==> config.mk <==
export PLATFORM = sky130hd
export DESIGN_NAME = eqm_ram
export DESIGN_NICKNAME = d
export VERILOG_FILES = /design/src/hdl/eqm_ram.sv
export SDC_FILE = /design/constraint.sdc
export NUM_CORES = 1
export LEC_CHECK = 0
export ABC_CLOCK_PERIOD_IN_PS = 4500
export BUFFER_PORTS_ARGS = -buffer_cell sky130_fd_sc_hd__buf_2
export CAP_MARGIN = 40
export CORE_ASPECT_RATIO = 0.9
export CORE_UTILIZATION = 35
export DETAILED_ROUTE_END_ITERATION = 10
export GPL_ROUTABILITY_DRIVEN = 0
export GPL_TIMING_DRIVEN = 0
export SYNTH_ARGS = -nofsm -noshare
export SYNTH_HDL_FRONTEND = slang
export SYNTH_SLANG_ARGS = --single-unit
==> constraint.sdc <==
create_clock -name clk -period 4.5 [get_ports clk]
set_clock_uncertainty 0.05 [all_clocks]
set_input_delay 0.9 -clock clk [delete_from_list [all_inputs] [get_ports clk]]
set_output_delay 0.9 -clock clk [all_outputs]
set_load 0.02 [all_outputs]
==> src/hdl/eqm_ram.sv <==
module eqm_ram #(
  parameter int WIDTH = 32,
  parameter int DEPTH = 16
) (
  input  logic                     clk,
  input  logic                     we,
  input  logic [$clog2(DEPTH)-1:0] wa,
  input  logic [WIDTH-1:0]         wd,
  input  logic                     re,
  input  logic [$clog2(DEPTH)-1:0] ra,
  output logic [WIDTH-1:0]         rd
);

  logic [WIDTH-1:0] mem [DEPTH];

  // Write port
  always_ff @(posedge clk) begin
    if (we) begin
      mem[wa] <= wd;
    end
  end

  // Registered read, held while re is low
  always_ff @(posedge clk) begin
    if (re) begin
      rd <= mem[ra];
    end
  end

endmodule

# ---- Yosys cells after proc, flatten, opt, wreduce, memory -nomap -nowiden
# Memory sizes are Yosys's and may differ from the RTL's. A register that Yosys moved wholly into a read port is not among the register bits.
# Cells that the tools add are included.
# Widths: inputs -> output; s select.
dict set report word_totals {
  ff_bits 0
  latch_bits 0
  ram_bits 512
  romBits 0
  inputBits 43
  output_inout_bits 32
  word_cells 3
  mem_count 1
}
dict set report classes {
  add_sub_neg 0
  mul 0
  n_div 0
  order_cmp 0
  eq_ne 0
  n_shift 0
  muxes 2
  bitwise 0
  reduce_logical 0
}
# memory depth width read_ports rd_clocked_by_memory_dff wr line
set memory_table {}
lappend memory_table {mem 16 32 1 1 1 14} ;# logic [WIDTH-1:0] mem [DEPTH];
# op n
set ops {}
lappend ops {{$mux 1} 2}

# ---- Depth between registers and ports, before layout
# Gate-level depths: netlist of run 1.
dict set report depth {
  ltp_word 2
  depth_mapped 5
  ltp_nobuf 3
}

# ---- Worst setup path after synthesis of run 1
# Ideal clock, no wire load.
dict set report synth_timing {
  kind {input -> register}
  startpoint {input wa[2]}
  endpoint {memory mem[0][0] (enable)}
  setup_ps 461
  arrival_ps 3618
  required_time_ps 3989
  path_slack_ps 370
  cell_stages 2
  path_buffers 0
  path_cell_list {or3b_2 > nor3_1}
}
# item line
set synth_lines {}
lappend synth_lines {{start, declared} 7} ;# input logic [$clog2(DEPTH)-1:0] wa,
lappend synth_lines {{end, declared} 14}
# Straight into the memory's write port.

# ---- Worst setup path after layout of run 1
dict set report layout_timing {
  startpoint {input wa[2]}
  endpoint {memory mem[0][30] (enable)}
}
# Straight into the memory's write port.

==> flow_metrics.env, run 1 <==
export IMPL_status="finished, final reports clean"
export IMPL_dieArea_um2=58600
export IMPL_vias=9247
export IMPL_p_total_mw=10.3
export IMPL_synth_cell_types=17
export IMPL_insertion_delay_ps=600
export IMPL_cts_tree="built"
export IMPL_setup_viol=0
export IMPL_cp_end_kind="flop"
export IMPL_numCtsBuffers=53
export IMPL_post_route_period_util_pct=55.0
export IMPL_synthToLayoutAreaGrowth_pct=17.1
export IMPL_htreeDepth=2
export IMPL_pin_count=75
export IMPL_layout_min_cycle_time_ps=2470
export IMPL_synth_enable_flop_cells=544
export IMPL_setup_slack_ps=2030
export IMPL_first_pass_iters=5
export IMPL_rows=83
export IMPL_synth_top_area_share_pct=81.0
export IMPL_worstPathArrival_ps=2720
export IMPL_antenna_left=0
export IMPL_synthTopCellsByArea="edfxtp_1 81%, mux4_2 14%, a22oi_1 2.4%"
export IMPL_initial_utilization_pct=35.4
export IMPL_cts_hold_fix_buffers=0
export IMPL_synthTopCellsByCount="544 x edfxtp_1, 128 x mux4_2, 64 x a22oi_1"
export IMPL_numClockSinks=544
export IMPL_port_buffers=72
export IMPL_drt_iter0_drc=866
export IMPL_slew_viol_final=0
export IMPL_synth_top_area_cell="edfxtp_1"
export IMPL_core_area_um2=57000
export IMPL_post_cts_resized=0
export IMPL_grt_usage_pct=15.4
export IMPL_grt_max_degree=23
export IMPL_critPathRequiredTime_ps=4740
export IMPL_dp_slack_ps=1380
export IMPL_ir_drop_mv=0.304
export IMPL_final_nets=1040
export IMPL_syn_nets=881
export IMPL_cap_violations=0
export IMPL_hold_violations=0
export IMPL_yosysMostFrequentCell="edfxtp_1"
export IMPL_vias_per_cell=5.14
export IMPL_worst_setup_path_start_kind="primary input"
export IMPL_synth_seq_area_share_pct=81.0
export IMPL_synth_avg_cell_area_um2=24.1
export IMPL_worst_slew_pin_slew_ps=890
export IMPL_r2r_slack_ps=2870
export IMPL_grt_pass1_wl_mm=64.8
export IMPL_ys_ff_latch=544
export IMPL_die_y_um=230
export IMPL_drc=0
export IMPL_synthFlopType="edfxtp_1"
export IMPL_critical_path_max_fanout=8
export IMPL_clock_path_buffers=3
export IMPL_dpl_hpwl_mm=27.8
export IMPL_maxSlewHeadroom_pct=40.7
export IMPL_grt_overflow_total=0
export IMPL_die_w_um=255
export IMPL_grt_pass1_vias=9622
export IMPL_path_clk_slew_ps=60
export IMPL_rsz0062_at_grt="false"
export IMPL_synth_warnings=0
export IMPL_wl_mm=43.9
export IMPL_fmax_mhz=404
export IMPL_hold_path_class="in2reg"
export IMPL_antenna_found_initial=1
export IMPL_p_per_area_nw_per_um2=437
export IMPL_p_leak_nw=7.45
export IMPL_cts_root_buf="clkbuf_16"
export IMPL_drive_above_1_share_pct=32.1
export IMPL_crit_type="in2reg"
export IMPL_syn_area_um2=20200
export IMPL_n_antenna_cell=0
export IMPL_postCtsSetupBuffers=0
export IMPL_syn_inst=838
export IMPL_async_flop_share_pct=0
export IMPL_routedWlPerCell_um=24.4
==> kinds of logic after synthesis <==
kind of cell,share of synthesized area [%]
flops,81.0
mux,14.3
compound gates,2.38
simple gates,1.25
buf+inv,1.10
==> worst paths after layout <==
kind | startpoint | cells after the start | end
worst min register to register | mem[13][7] | 3 | rd[7]
worst max register to register | mem[11][17] | 3 | rd[17]
worst max-delay path | wa[2] | 6 | mem[0][30]
worst min-delay path | wd[28] | 1 | mem[0][28]
==> worst max-delay path, stage by stage <==
cell	delay, ps
buf_2	110
or3b_2	590
nor3_2	450
buf_6	250
buf_6	190
buf_4	220
==> sequential cells by signal, indices dropped and copies added (netlist names) <==
signal / cells
rd: 32
mem: 512
==> stage by stage <==
stage	TNS, ps	cells	hold WS [ps]	util (%)	area (um2)
after floorplan	0	838	660	-	20200
after global placement	-340870	1675	681	37.7	21500
after detailed placement	0	1707	688	38.7	22100
after CTS	0	1798	588	41.4	23600
after global routing	0	1798	613	41.4	23600
final	0	1798	618	41.4	23600
==> cell type report <==
cell class / count / area [um2]
plain buffers: 43 / 223
clock buffers: 67 / 1380
clock inverters: 24 / 160
fillers: 4924 / 33400
multi-input cells: 251 / 3730
flip-flops and latches: 544 / 16300
well taps: 765 / 957
repair buffers: 104 / 835
==> where the power goes <==
| group | total, mW | switching, mW | internal [mW] |
|---|---|---|---|
| clock | 4.03 | 1.82 | 2.21 |
| sequential | 5.73 | 0.0247 | 5.71 |
| combinational | 0.552 | 0.340 | 0.213 |
| total | 10.3 | 2.18 | 8.13 |
==> layout by cell type, fill, tap and decap left out, types with 2 or more instances in the layout <==
| master | netlist | layout |
|---|---|---|
| mux4_2 | 128 | 128 |
| a22oi_1 | 64 | 64 |
| nor2_4 | 0 | 12 |
| nor2b_1 | 2 | 2 |
| clkbuf_1 | 17 | 31 |
| clkinv_8 | 0 | 2 |
| nand2b_1 | 2 | 2 |
| clkinv_1 | 0 | 11 |
| nand2_1 | 33 | 33 |
| buf_6 | 2 | 11 |
| buf_12 | 0 | 8 |
| nand3b_1 | 2 | 2 |
| buf_16 | 0 | 5 |
| buf_2 | 4 | 76 |
| edfxtp_1 | 544 | 544 |
| nor3_2 | 0 | 4 |
| buf_4 | 11 | 21 |
| clkinv_2 | 0 | 8 |
| clkbuf_16 | 0 | 53 |
| buf_1 | 9 | 9 |
==> layer usage <==
metal	wire [um]	vias up	GRT usage, %
li1	-	3933	-
met5	0	-	0
met1	19800	4939	22.6
met3	2660	65	2.69
met4	903	0	4.60
met2	20500	310	23.4
No activity file was read; power rests on OpenSTA's default activity.
==> run 2, diff against run 1 <==
Settings changed: ABC_CLOCK_PERIOD_IN_PS 4500 to 2500.
Clock period 4.5 ns to 2.5 ns, I/O delays scaled along.
==> run 2 against run 1 <==
Effect of this change:
- design area up 2.1%
- total power up 91%
- sequential power increased by 80%
- die area did not move
- routed wire length increased by 0.15%
- critical path depth decreased by 1
- register-to-register slack worse by 2000 ps
- via count is 0.52% lower
- critical path type unchanged
- largest power group unchanged
==> flow_metrics.env, run 2 (synthesized netlist as in run 1, its figures left out) <==
export IMPL_numClockSinks=544
export IMPL_largest_registers="mem: 512 flops, rd: 32 flops"
export IMPL_first_pass_iters=5
export IMPL_cp_end_kind="flop"
export IMPL_final_nets=1037
export IMPL_utilization_pct=42.3
export IMPL_vias_per_cell=5.10
export IMPL_critPathRequiredTime_ps=2770
export IMPL_worst_setup_path_start_kind="primary input"
export IMPL_layout_commonest_cell="edfxtp_1"
export IMPL_die_w_um=255
export IMPL_numCtsBuffers=55
export IMPL_antenna_left=0
export IMPL_crit_buf_inv=2
export IMPL_cp_slowest_stage_delay_ps=700
export IMPL_grt_overflow_total=0
export IMPL_layout_common_cells="544 x edfxtp_1, 128 x mux4_2, 76 x buf_2"
export IMPL_insertion_delay_ps=590
export IMPL_critical_path_top_delay_family="buffers and inverters"
export IMPL_p_per_area_nw_per_um2=818
export IMPL_whs_ps=231
export IMPL_critical_path_max_fanout=10
export IMPL_fmax_mhz=495
export IMPL_routedWlPerCell_um=24.3
export IMPL_tns_ps=0
export IMPL_htreeDepth=2
export IMPL_die_y_um=230
export IMPL_holdPathStages=1
export IMPL_grt_usage_pct=15.5
export IMPL_dieArea_um2=58600
export IMPL_worst_slew_pin_slew_ps=903
export IMPL_r2r_slack_ps=890
export IMPL_rsz0062_at_grt="false"
export IMPL_cp_slowest_cell="buf_1"
export IMPL_cts_root_buf="clkbuf_16"
export IMPL_antenna_found_initial=4
export IMPL_cts_tree="built"
export IMPL_hold_violations=0
export IMPL_p_leak_nw=7.64
export IMPL_cap_violations=0
export IMPL_status="finished, final reports clean"
export IMPL_synthToLayoutAreaGrowth_pct=19.5
export IMPL_post_cts_resized=0
export IMPL_wl_mm=43.9
export IMPL_crit_type="in2reg"
export IMPL_maxSlewHeadroom_pct=39.8
export IMPL_largest_reg_flops=512
export IMPL_cts_hold_fix_buffers=0
export IMPL_drive_above_1_share_pct=33.8
export IMPL_port_buffers=72
export IMPL_postCtsSetupBuffers=0
export IMPL_dp_slack_ps=-115
export IMPL_worstPathArrival_ps=2280
export IMPL_grt_pass1_vias=9609
export IMPL_initial_utilization_pct=35.4
export IMPL_cp_depth=5
export IMPL_pin_count=75
export IMPL_vias=9199
export IMPL_slew_viol_final=0
export IMPL_ir_drop_mv=0.495
export IMPL_core_area_um2=57000
export IMPL_crit_path_cell_trace="buf_2 -> buf_1 -> mux4_2 -> a22oi_1 -> nand2_1"
export IMPL_post_route_period_util_pct=80.8
export IMPL_clock_path_buffers=3
export IMPL_path_clk_slew_ps=60
export IMPL_drc=0
export IMPL_setup_slack_ps=481
export IMPL_regMostFlops="mem"
export IMPL_dpl_hpwl_mm=27.9
export IMPL_worst_r2r_path_depth=3
export IMPL_hold_path_class="in2reg"
export IMPL_setup_viol=0
export IMPL_layout_min_cycle_time_ps=2020
export IMPL_drt_iter0_drc=817
export IMPL_rows=83
export IMPL_grt_pass1_wl_mm=65.5
export IMPL_grt_max_degree=22
run 2: changes by cell type in the layout (fill, tap and decap cells not counted), sizes merged:
cell	change
buf	-5
bufinv	+7
clkbuf	-7
clkinv	+3
clkinvlp	+7
diode	+2
run 2: stage by stage:
stage,std cells,cell area (um2),power (mW)
floorplan,838,20200,11.1
global placement,1675,21500,11.5
detailed placement,1700,22200,11.5
CTS,1801,24100,19.9
global route,1803,24100,20.4
finish,1805,24100,19.7
run 2: worst paths after layout:
path / from / end
max reg2reg: mem[3][5] / rd[5]
max: ra[1] / rd[16]
min: wd[10] / mem[10][10]
min reg2reg: mem[14][8] / rd[8]
run 2: power breakdown:
part / switching, mW / total (mW) / internal (mW)
Combinational: 0.608 / 0.996 / 0.388
Clock: 3.43 / 8.41 / 4.98
Sequential: 0.0451 / 10.3 / 10.3
run 2: metal layers:
metal  routed length (um)  vias to the layer above  share of wire (%)  GRT usage (%)
met5                   41                        -              0.093              0
met4                  661                        6                1.5           3.89
met3                 2870                       58                6.5           3.69
met2                20800                      267                 47           23.8
met1                19500                     4944                 44           22.2
li1                     -                     3924                  -              -
run 2: area by class of cell:
cell class              instances  area (um2)
diodes                          2        5.00
repair buffers                 99         978
clock buffers                  60        1440
fillers                      4870       32900
clock inverters                41         429
well taps                     765         957
multi-input cells             251        3750
plain buffers                  43         223
flip-flops and latches        544       16300
