### src/hdl/eqm_pkg.sv
package eqm_pkg;

  localparam int MAX_NODES  = 8;
  localparam int MAX_POINTS = 16;
  localparam int AXES       = 3;
  localparam int FRAC_BITS  = 24;

  localparam int NODE_W   = 3;
  localparam int POINT_W  = 4;
  localparam int AXIS_W   = 2;
  localparam int VAL_W    = 32;
  localparam int ACC_W    = 64;
  localparam int NN_W     = 4;
  localparam int NP_W     = 5;

  localparam int BV_DEPTH   = MAX_POINTS * MAX_NODES;
  localparam int GRAD_DEPTH = AXES * MAX_POINTS * MAX_NODES;

  // Opcodes of the input stream
  localparam logic [2:0] OP_VALUE   = 3'd0;
  localparam logic [2:0] OP_GRAD    = 3'd1;
  localparam logic [2:0] OP_WEIGHT  = 3'd2;
  localparam logic [2:0] OP_DET     = 3'd3;
  localparam logic [2:0] OP_COMPUTE = 3'd4;

  // Configuration register indexes
  localparam logic [1:0] CFG_MODE   = 2'd0;
  localparam logic [1:0] CFG_NODES  = 2'd1;
  localparam logic [1:0] CFG_POINTS = 2'd2;

  localparam logic [1:0] MODE_MASS = 2'd0;
  localparam logic [1:0] AXIS_NONE = 2'd3;

  typedef enum logic [1:0] {
    ST_IDLE,
    ST_RUN,
    ST_DRAIN
  } seq_state_t;

  // One quadrature slot travelling down the MAC pipeline
  typedef struct packed {
    logic              valid;
    logic              first;
    logic              last_pt;
    logic              zero;
    logic              last_entry;
    logic [NODE_W-1:0] row;
    logic [NODE_W-1:0] col;
  } slot_t;

  function automatic logic [VAL_W-1:0] sat32(input logic signed [ACC_W-1:0] v);
    logic [VAL_W-1:0] res;
    if (v > 64'sd2147483647) begin
      res = 32'h7fff_ffff;
    end else if (v < -64'sd2147483648) begin
      res = 32'h8000_0000;
    end else begin
      res = v[VAL_W-1:0];
    end
    return res;
  endfunction

endpackage

### src/hdl/eqm_seq.sv
module eqm_seq (
  input  logic                       clk,
  input  logic                       rst_n,
  input  logic                       start,
  input  logic                       en,
  input  logic                       mac_busy,
  input  logic [eqm_pkg::NN_W-1:0]   nn,
  input  logic [eqm_pkg::NP_W-1:0]   np,
  output logic                       idle,
  output logic [eqm_pkg::NODE_W-1:0] cur_row,
  output logic [eqm_pkg::NODE_W-1:0] cur_col,
  output logic [eqm_pkg::POINT_W-1:0] cur_pt,
  output eqm_pkg::slot_t             slot
);

  eqm_pkg::seq_state_t state_r, state_nxt;
  logic [eqm_pkg::NODE_W-1:0]  row_r, row_nxt, col_r, col_nxt;
  logic [eqm_pkg::POINT_W-1:0] pt_r, pt_nxt;
  eqm_pkg::slot_t              slot_r, slot_nxt;
  logic last_pt, last_col, last_row, zero_pts;

  assign zero_pts = (np == '0);
  assign last_pt  = zero_pts || ({1'b0, pt_r} == np - 5'd1);
  assign last_col = ({1'b0, col_r} == nn - 4'd1);
  assign last_row = ({1'b0, row_r} == nn - 4'd1);

  // Next state
  always_comb begin
    state_nxt = state_r;
    case (state_r)
      eqm_pkg::ST_IDLE: begin
        if (start && nn != '0) state_nxt = eqm_pkg::ST_RUN;
      end
      eqm_pkg::ST_RUN: begin
        if (en && last_pt && last_col && last_row) state_nxt = eqm_pkg::ST_DRAIN;
      end
      eqm_pkg::ST_DRAIN: begin
        if (!mac_busy && !slot_r.valid) state_nxt = eqm_pkg::ST_IDLE;
      end
      default: state_nxt = eqm_pkg::ST_IDLE;
    endcase
  end

  // Counters and issued slot
  always_comb begin
    row_nxt  = row_r;
    col_nxt  = col_r;
    pt_nxt   = pt_r;
    slot_nxt = slot_r;
    idle     = 1'b0;
    case (state_r)
      eqm_pkg::ST_IDLE: begin
        idle = 1'b1;
        row_nxt = '0;
        col_nxt = '0;
        pt_nxt  = '0;
        if (en) slot_nxt.valid = 1'b0;
      end
      eqm_pkg::ST_RUN: begin
        if (en) begin
          slot_nxt.valid      = 1'b1;
          slot_nxt.first      = (pt_r == '0);
          slot_nxt.last_pt    = last_pt;
          slot_nxt.zero       = zero_pts;
          slot_nxt.last_entry = last_pt && last_col && last_row;
          slot_nxt.row        = row_r;
          slot_nxt.col        = col_r;
          if (last_pt) begin
            pt_nxt = '0;
            if (last_col) begin
              col_nxt = '0;
              row_nxt = row_r + 3'd1;
            end else begin
              col_nxt = col_r + 3'd1;
            end
          end else begin
            pt_nxt = pt_r + 4'd1;
          end
        end
      end
      eqm_pkg::ST_DRAIN: begin
        if (en) slot_nxt.valid = 1'b0;
      end
      default: begin
        slot_nxt.valid = 1'b0;
      end
    endcase
  end

  always_ff @(posedge clk) begin
    if (!rst_n) begin
      state_r <= eqm_pkg::ST_IDLE;
      slot_r  <= '0;
      row_r   <= '0;
      col_r   <= '0;
      pt_r    <= '0;
    end else begin
      state_r <= state_nxt;
      slot_r  <= slot_nxt;
      row_r   <= row_nxt;
      col_r   <= col_nxt;
      pt_r    <= pt_nxt;
    end
  end

  assign cur_row = row_r;
  assign cur_col = col_r;
  assign cur_pt  = pt_r;
  assign slot    = slot_r;

endmodule

### config.mk
export PLATFORM = sky130hd
export DESIGN_NAME = eqm_seq
export DESIGN_NICKNAME = d
export VERILOG_FILES = /design/src/hdl/eqm_pkg.sv /design/src/hdl/eqm_seq.sv
export SDC_FILE = /design/constraint.sdc
export NUM_CORES = 1
export LEC_CHECK = 0
export BUFFER_PORTS_ARGS = -buffer_cell sky130_fd_sc_hd__buf_2
export CAP_MARGIN = 20
export CORE_UTILIZATION = 54
export CTS_BUF_LIST = sky130_fd_sc_hd__clkbuf_4 sky130_fd_sc_hd__clkbuf_8
export DETAILED_ROUTE_END_ITERATION = 6
export GPL_TIMING_DRIVEN = 1
export PLACE_DENSITY = 0.82
export SLEW_MARGIN = 20
export SYNTH_ARGS = -nofsm -noshare
export SYNTH_HDL_FRONTEND = slang
export SYNTH_SLANG_ARGS = --single-unit
### constraint.sdc
create_clock -name clk -period 2.35 [get_ports clk]
set_input_delay 0.235 -clock clk [delete_from_list [all_inputs] [get_ports clk]]
set_output_delay 0.235 -clock clk [all_outputs]
set_load 0.05 [all_outputs]
# Word level (Yosys, flattened, before mapping)
# Cells that the tools add are included.
[classes]
addsub = 5
mul = 0
n_div = 0
magnitude_cmp = 0
eq_ne = 12
shift = 0
mux = 19
bitwise_logic = 0
reduce_logical = 22
[ops]
columns = ["op", "n"]
rows = [
  ["$mux W3", 6],
  ["$ne A2 B2 Y1 const B", 6],
  ["$pmux W3 S2", 2],
  ["$mux W11", 1],
  ["$eq A3 B4 Y1", 2],
  ["$mux W4", 2],
  ["$pmux W4 S2", 1],
  ["$logic_and A1 B1 Y1", 7],
  ["$add A3 B1 Y3 const B", 2],
  ["$mux W2", 3],
  ["$pmux W2 S3", 1],
  ["$reduce_and A2 Y1", 3],
  ["$reduce_and A3 Y1", 2],
  ["$eq A4 B5 Y1", 1],
  ["$logic_not A5 Y1", 1],
  ["$sub A5 B1 Y5 const B", 1],
  ["$add A4 B1 Y4 const B", 1],
  ["$logic_not A4 Y1", 1],
  ["$reduce_and A4 Y1", 1],
  ["$reduce_bool A4 Y1", 1],
  ["$sub A4 B1 Y4 const B", 1],
  ["$eq A2 B1 Y1 const B", 1],
  ["$eq A2 B2 Y1 const B", 1],
  ["$logic_not A1 Y1", 2],
  ["7 further kinds", 8],
]
[word_totals]
regBits = 23
latch_bits = 0
mem_bits_rw = 0
mem_bits_ro = 0
inputBits = 14
out_inout_bits = 22
word_cells = 69
mem_count = 0

# Depth between registers and ports, before layout
[logic_depth]
ltp_word = 8
depth_mapped = 9
mapped_depth_nobuf = 8

# Worst setup path after synthesis
# Ideal clock, no wire load.
[synth_timing]
path_type = "flip-flop to flip-flop"
from = "register pt_r (netlist bit cur_pt[2])"
to = "register col_r (netlist bit cur_col[0])"
setup_ps = 115
arrival_time_ps = 2038
required_time_ps = 2235
slack_ps = 198
path_stages_with_launch = 8
path_buffers = 1
period_less_slack_ps = 2152
path_cell_list = "dfxtp_1 -> xnor3_1 -> nand3_2 -> nor3_1 -> a22o_1 -> buf_6 -> nor3b_1 -> o21a_1"
[synth_via]
elab_chain_cells = 4
[synth_rtl]
columns = ["element", "line_no", "rtl"]
rows = [
  ["start: declaration", "eqm_seq.sv:18", "logic [eqm_pkg::POINT_W-1:0] pt_r, pt_nxt;"],
  ["start signal: assignment", "eqm_seq.sv:102", "pt_r <= pt_nxt;"],
  ["$eq A4 B5 Y1", "eqm_seq.sv:23", "assign last_pt = zero_pts || ({1'b0, pt_r} == np - 5'd1);"],
  ["$logic_or A1 B1 Y1", "eqm_seq.sv:23", ""],
  ["$ne A2 B2 Y1 (no source line)", "--", ""],
  ["$reduce_and A3 Y1 (no source line)", "--", ""],
  ["end signal: assignment", "eqm_seq.sv:101", "col_r <= col_nxt;"],
  ["end: declaration", "eqm_seq.sv:17", "logic [eqm_pkg::NODE_W-1:0] row_r, row_nxt, col_r, col_nxt;"],
]
# No other way between the ends.
# A chain may end at the register's enable or synchronous reset.

# Final worst setup path
# Same ends and word-level chain as after synthesis.

==> metrics <==
outcome=finished clean; die extent in y=51.79 um; Ports=36; total clock sinks=23; net count reported at finish=212; DRC errors left=0; startpoint class of the critical path=register; accumulated negative setup slack=0 ns; routed via count=1184; WHS=0.2442 ns; number of hold-slack violations in the final timing report=0; Clk pin slew, worst setup/hold paths=0.12 ns; IR Drop Worst-Case VDD=387.2 uV; maximum number of pins on one net before global-route repair=20; cell area after synthesis=1339 um^2; crit path setup slack, layout=0.4514 ns; detailed-route vias per instance=5.431; leading cell type in the layout, fill and taps excluded=sky130_fd_sc_hd__buf_2; worst hold-check path type=in2reg; Synth cell types=39; Max H-tree Level=1; Starting Density=58.82%; fraction of layout cells with a size suffix above 1=25.79%; main area contributors after synthesis=sky130_fd_sc_hd__dfxtp_1 34%, sky130_fd_sc_hd__ha_1 6.5%, sky130_fd_sc_hd__xor2_1 6.5%; antenna diode count=0; Worst-Margin Slew=0.5001 ns; sum of overflow across all layers after global routing=0; post-synth top area cell=sky130_fd_sc_hd__dfxtp_1; final std cell area, no fill=1568 um^2; synth-to-layout area growth=17.10%; core area=2276 um^2; setup repair after global routing missed its margin=false; signal arrival time at the worst endpoint=2.12 ns; Post-synth EDFFs=0; worst-case setup slack after placement=0.3038 ns; final cycle utilization of the critical path=80.79%; vias in the first global route=1102; number of placement rows=17; path type of the worst setup path=reg2reg; CTS buffer count=3; area fraction of the dominant cell type after synthesis=34.39%; Syn Nets=176; predominant post-synthesis flop cell=sky130_fd_sc_hd__dfxtp_1; detailed router's first-iteration violation count=25; minimum period implied by the final worst setup slack=1.899 ns; Lkg Pwr=0.6903 nW; fraction of registers with async set/reset=0%; quantity of gates resized following cts=0; maximum clock frequency=526.7 MHz; category of the worst setup path capture point=register; detailed placement HPWL=2304 um; initial antenna violation count=0; Post-Synthesis Mean Instance Area=8.637 um^2; full die area=2682 um^2; total routing usage reported by global routing=24.86%; Slew headroom=66.44%; quantity of hold-fixing buffers added after cts=0; DRT Pass-1 Iters=4; sequential cell area fraction in the yosys report=34.39%; largest driver fanout on the critical path=9; total number of yosys warnings=0; number of max-cap violations=0; count of input and output buffers=35; Routed Wire Length=2938 um; final worst clock skew=0.007161 ns; clock root buffer master=sky130_fd_sc_hd__clkbuf_4; area of placed instances=1538 um^2; count of state elements after synthesis=23; Synth Instances=155; commonest non-fill, non-tap cells in the layout=35 x sky130_fd_sc_hd__buf_2, 23 x sky130_fd_sc_hd__dfxtp_1, 19 x sky130_fd_sc_hd__nand2_1; power per standard cell area=457.8 nW/um^2; Final Setup Violations=0; buffer count from post-CTS setup fixing=0; required time of the critical path=2.57 ns; final weighted congestion of routability-driven global placement=0.7944; clock tree from TritonCTS=yes; max-slew violations=0; Clock Latency Late Sink=0.31 ns; remaining antenna violation count after routing=0; global-route wire length before repair=4947 um; number of buffers on the longest clock path=2; number of fill cells in the layout=178; width of the chip=51.79 um; mean routed wirelength per cell=13.48 um
-- sequential cells by signal, summed over array words and instances (netlist names) --
name,flops
slot,11
cur_col,3
cur_pt,4
state_r,2
cur_row,3
-- worst paths after layout --
kind,slack (ns),start,endpoint,cells past startpoint
max,0.45,cur_pt[2],cur_col[0],6
min,0.24,start,state_r[0],3
max reg2reg,0.45,cur_pt[2],cur_col[0],6
min reg2reg,0.47,slot[5],slot[5],2
-- cell type report --
cell class | count | area (um^2) | share of cell area (%)
repair buffers | 38 | 197.7 | 12.61
inverters | 8 | 30.03 | 1.915
multi-input cells | 117 | 814.5 | 51.96
clock buffers | 4 | 30.03 | 1.915
flip-flops and latches | 23 | 460.4 | 29.37
well taps | 28 | 35.03 | 2.235
-- cell families (layout without fill, tap and decap cells) --
logic type	after synthesis	count (layout)	share of synthesized area, %
DFF	23	23	34.39
adders and majority gates	7	7	6.542
muxes	2	2	1.495
and+or+nand+nor	63	63	23.83
AOI/OAI and AO/OA	30	30	17.57
xor gates and xnor gates	15	15	11.40
buffers and inverters	15	50	4.766
-- routing by layer --
metal	part of all wire, %	global-route usage, %	vias to the layer above
li1	-	-	610
met1	45	32.37	545
met2	50	43.29	27
met3	4.3	3.801	2
met4	0.34	4.955	0
met5	0	0	-
-- cell usage after synthesis (2+ instances only) --
cell and instances:
sky130_fd_sc_hd__dfxtp_1 23, sky130_fd_sc_hd__nand2_1 19, sky130_fd_sc_hd__nor2_1 11, sky130_fd_sc_hd__xor2_1 10, sky130_fd_sc_hd__nor3_1 9, sky130_fd_sc_hd__inv_1 8
sky130_fd_sc_hd__a21boi_0 7, sky130_fd_sc_hd__ha_1 7, sky130_fd_sc_hd__a21oi_1 6, sky130_fd_sc_hd__clkbuf_1 6, sky130_fd_sc_hd__nand3_1 4, sky130_fd_sc_hd__nand4_1 4
sky130_fd_sc_hd__nor3b_1 4, sky130_fd_sc_hd__nor2b_1 3, sky130_fd_sc_hd__o21a_1 3, sky130_fd_sc_hd__o21ai_1 3, sky130_fd_sc_hd__xnor2_1 3, sky130_fd_sc_hd__and2_1 2
sky130_fd_sc_hd__mux2i_1 2, sky130_fd_sc_hd__o211ai_1 2
-- per-stage QoR --
stage	util [%]	instances	total power, mW
after global placement	67.56	214	0.5308
after global routing	68.88	218	0.7521
after CTS	68.88	218	0.7274
after detailed placement	67.56	214	0.5355
after floorplan	-	155	0.4973
final	68.88	218	0.7178
-- power by group --
group          leakage (nW)  internal [mW]  total, mW  switching, mW
Clock                0.0184         0.0778      0.191          0.113
Combinational         0.486         0.0464      0.126         0.0800
Sequential            0.186          0.395      0.400        0.00506
Total                 0.690          0.519      0.718          0.198
-- critical path, stage by stage, from the launching register on --
cell	delay, ns
sky130_fd_sc_hd__dfxtp_1	0.45
sky130_fd_sc_hd__xnor3_1	0.44
sky130_fd_sc_hd__nand3_2	0.12
sky130_fd_sc_hd__nor3_1	0.06
sky130_fd_sc_hd__a22o_1	0.37
sky130_fd_sc_hd__nor3b_1	0.19
sky130_fd_sc_hd__o21a_1	0.18
No activity file was read; power rests on OpenSTA's default activity.
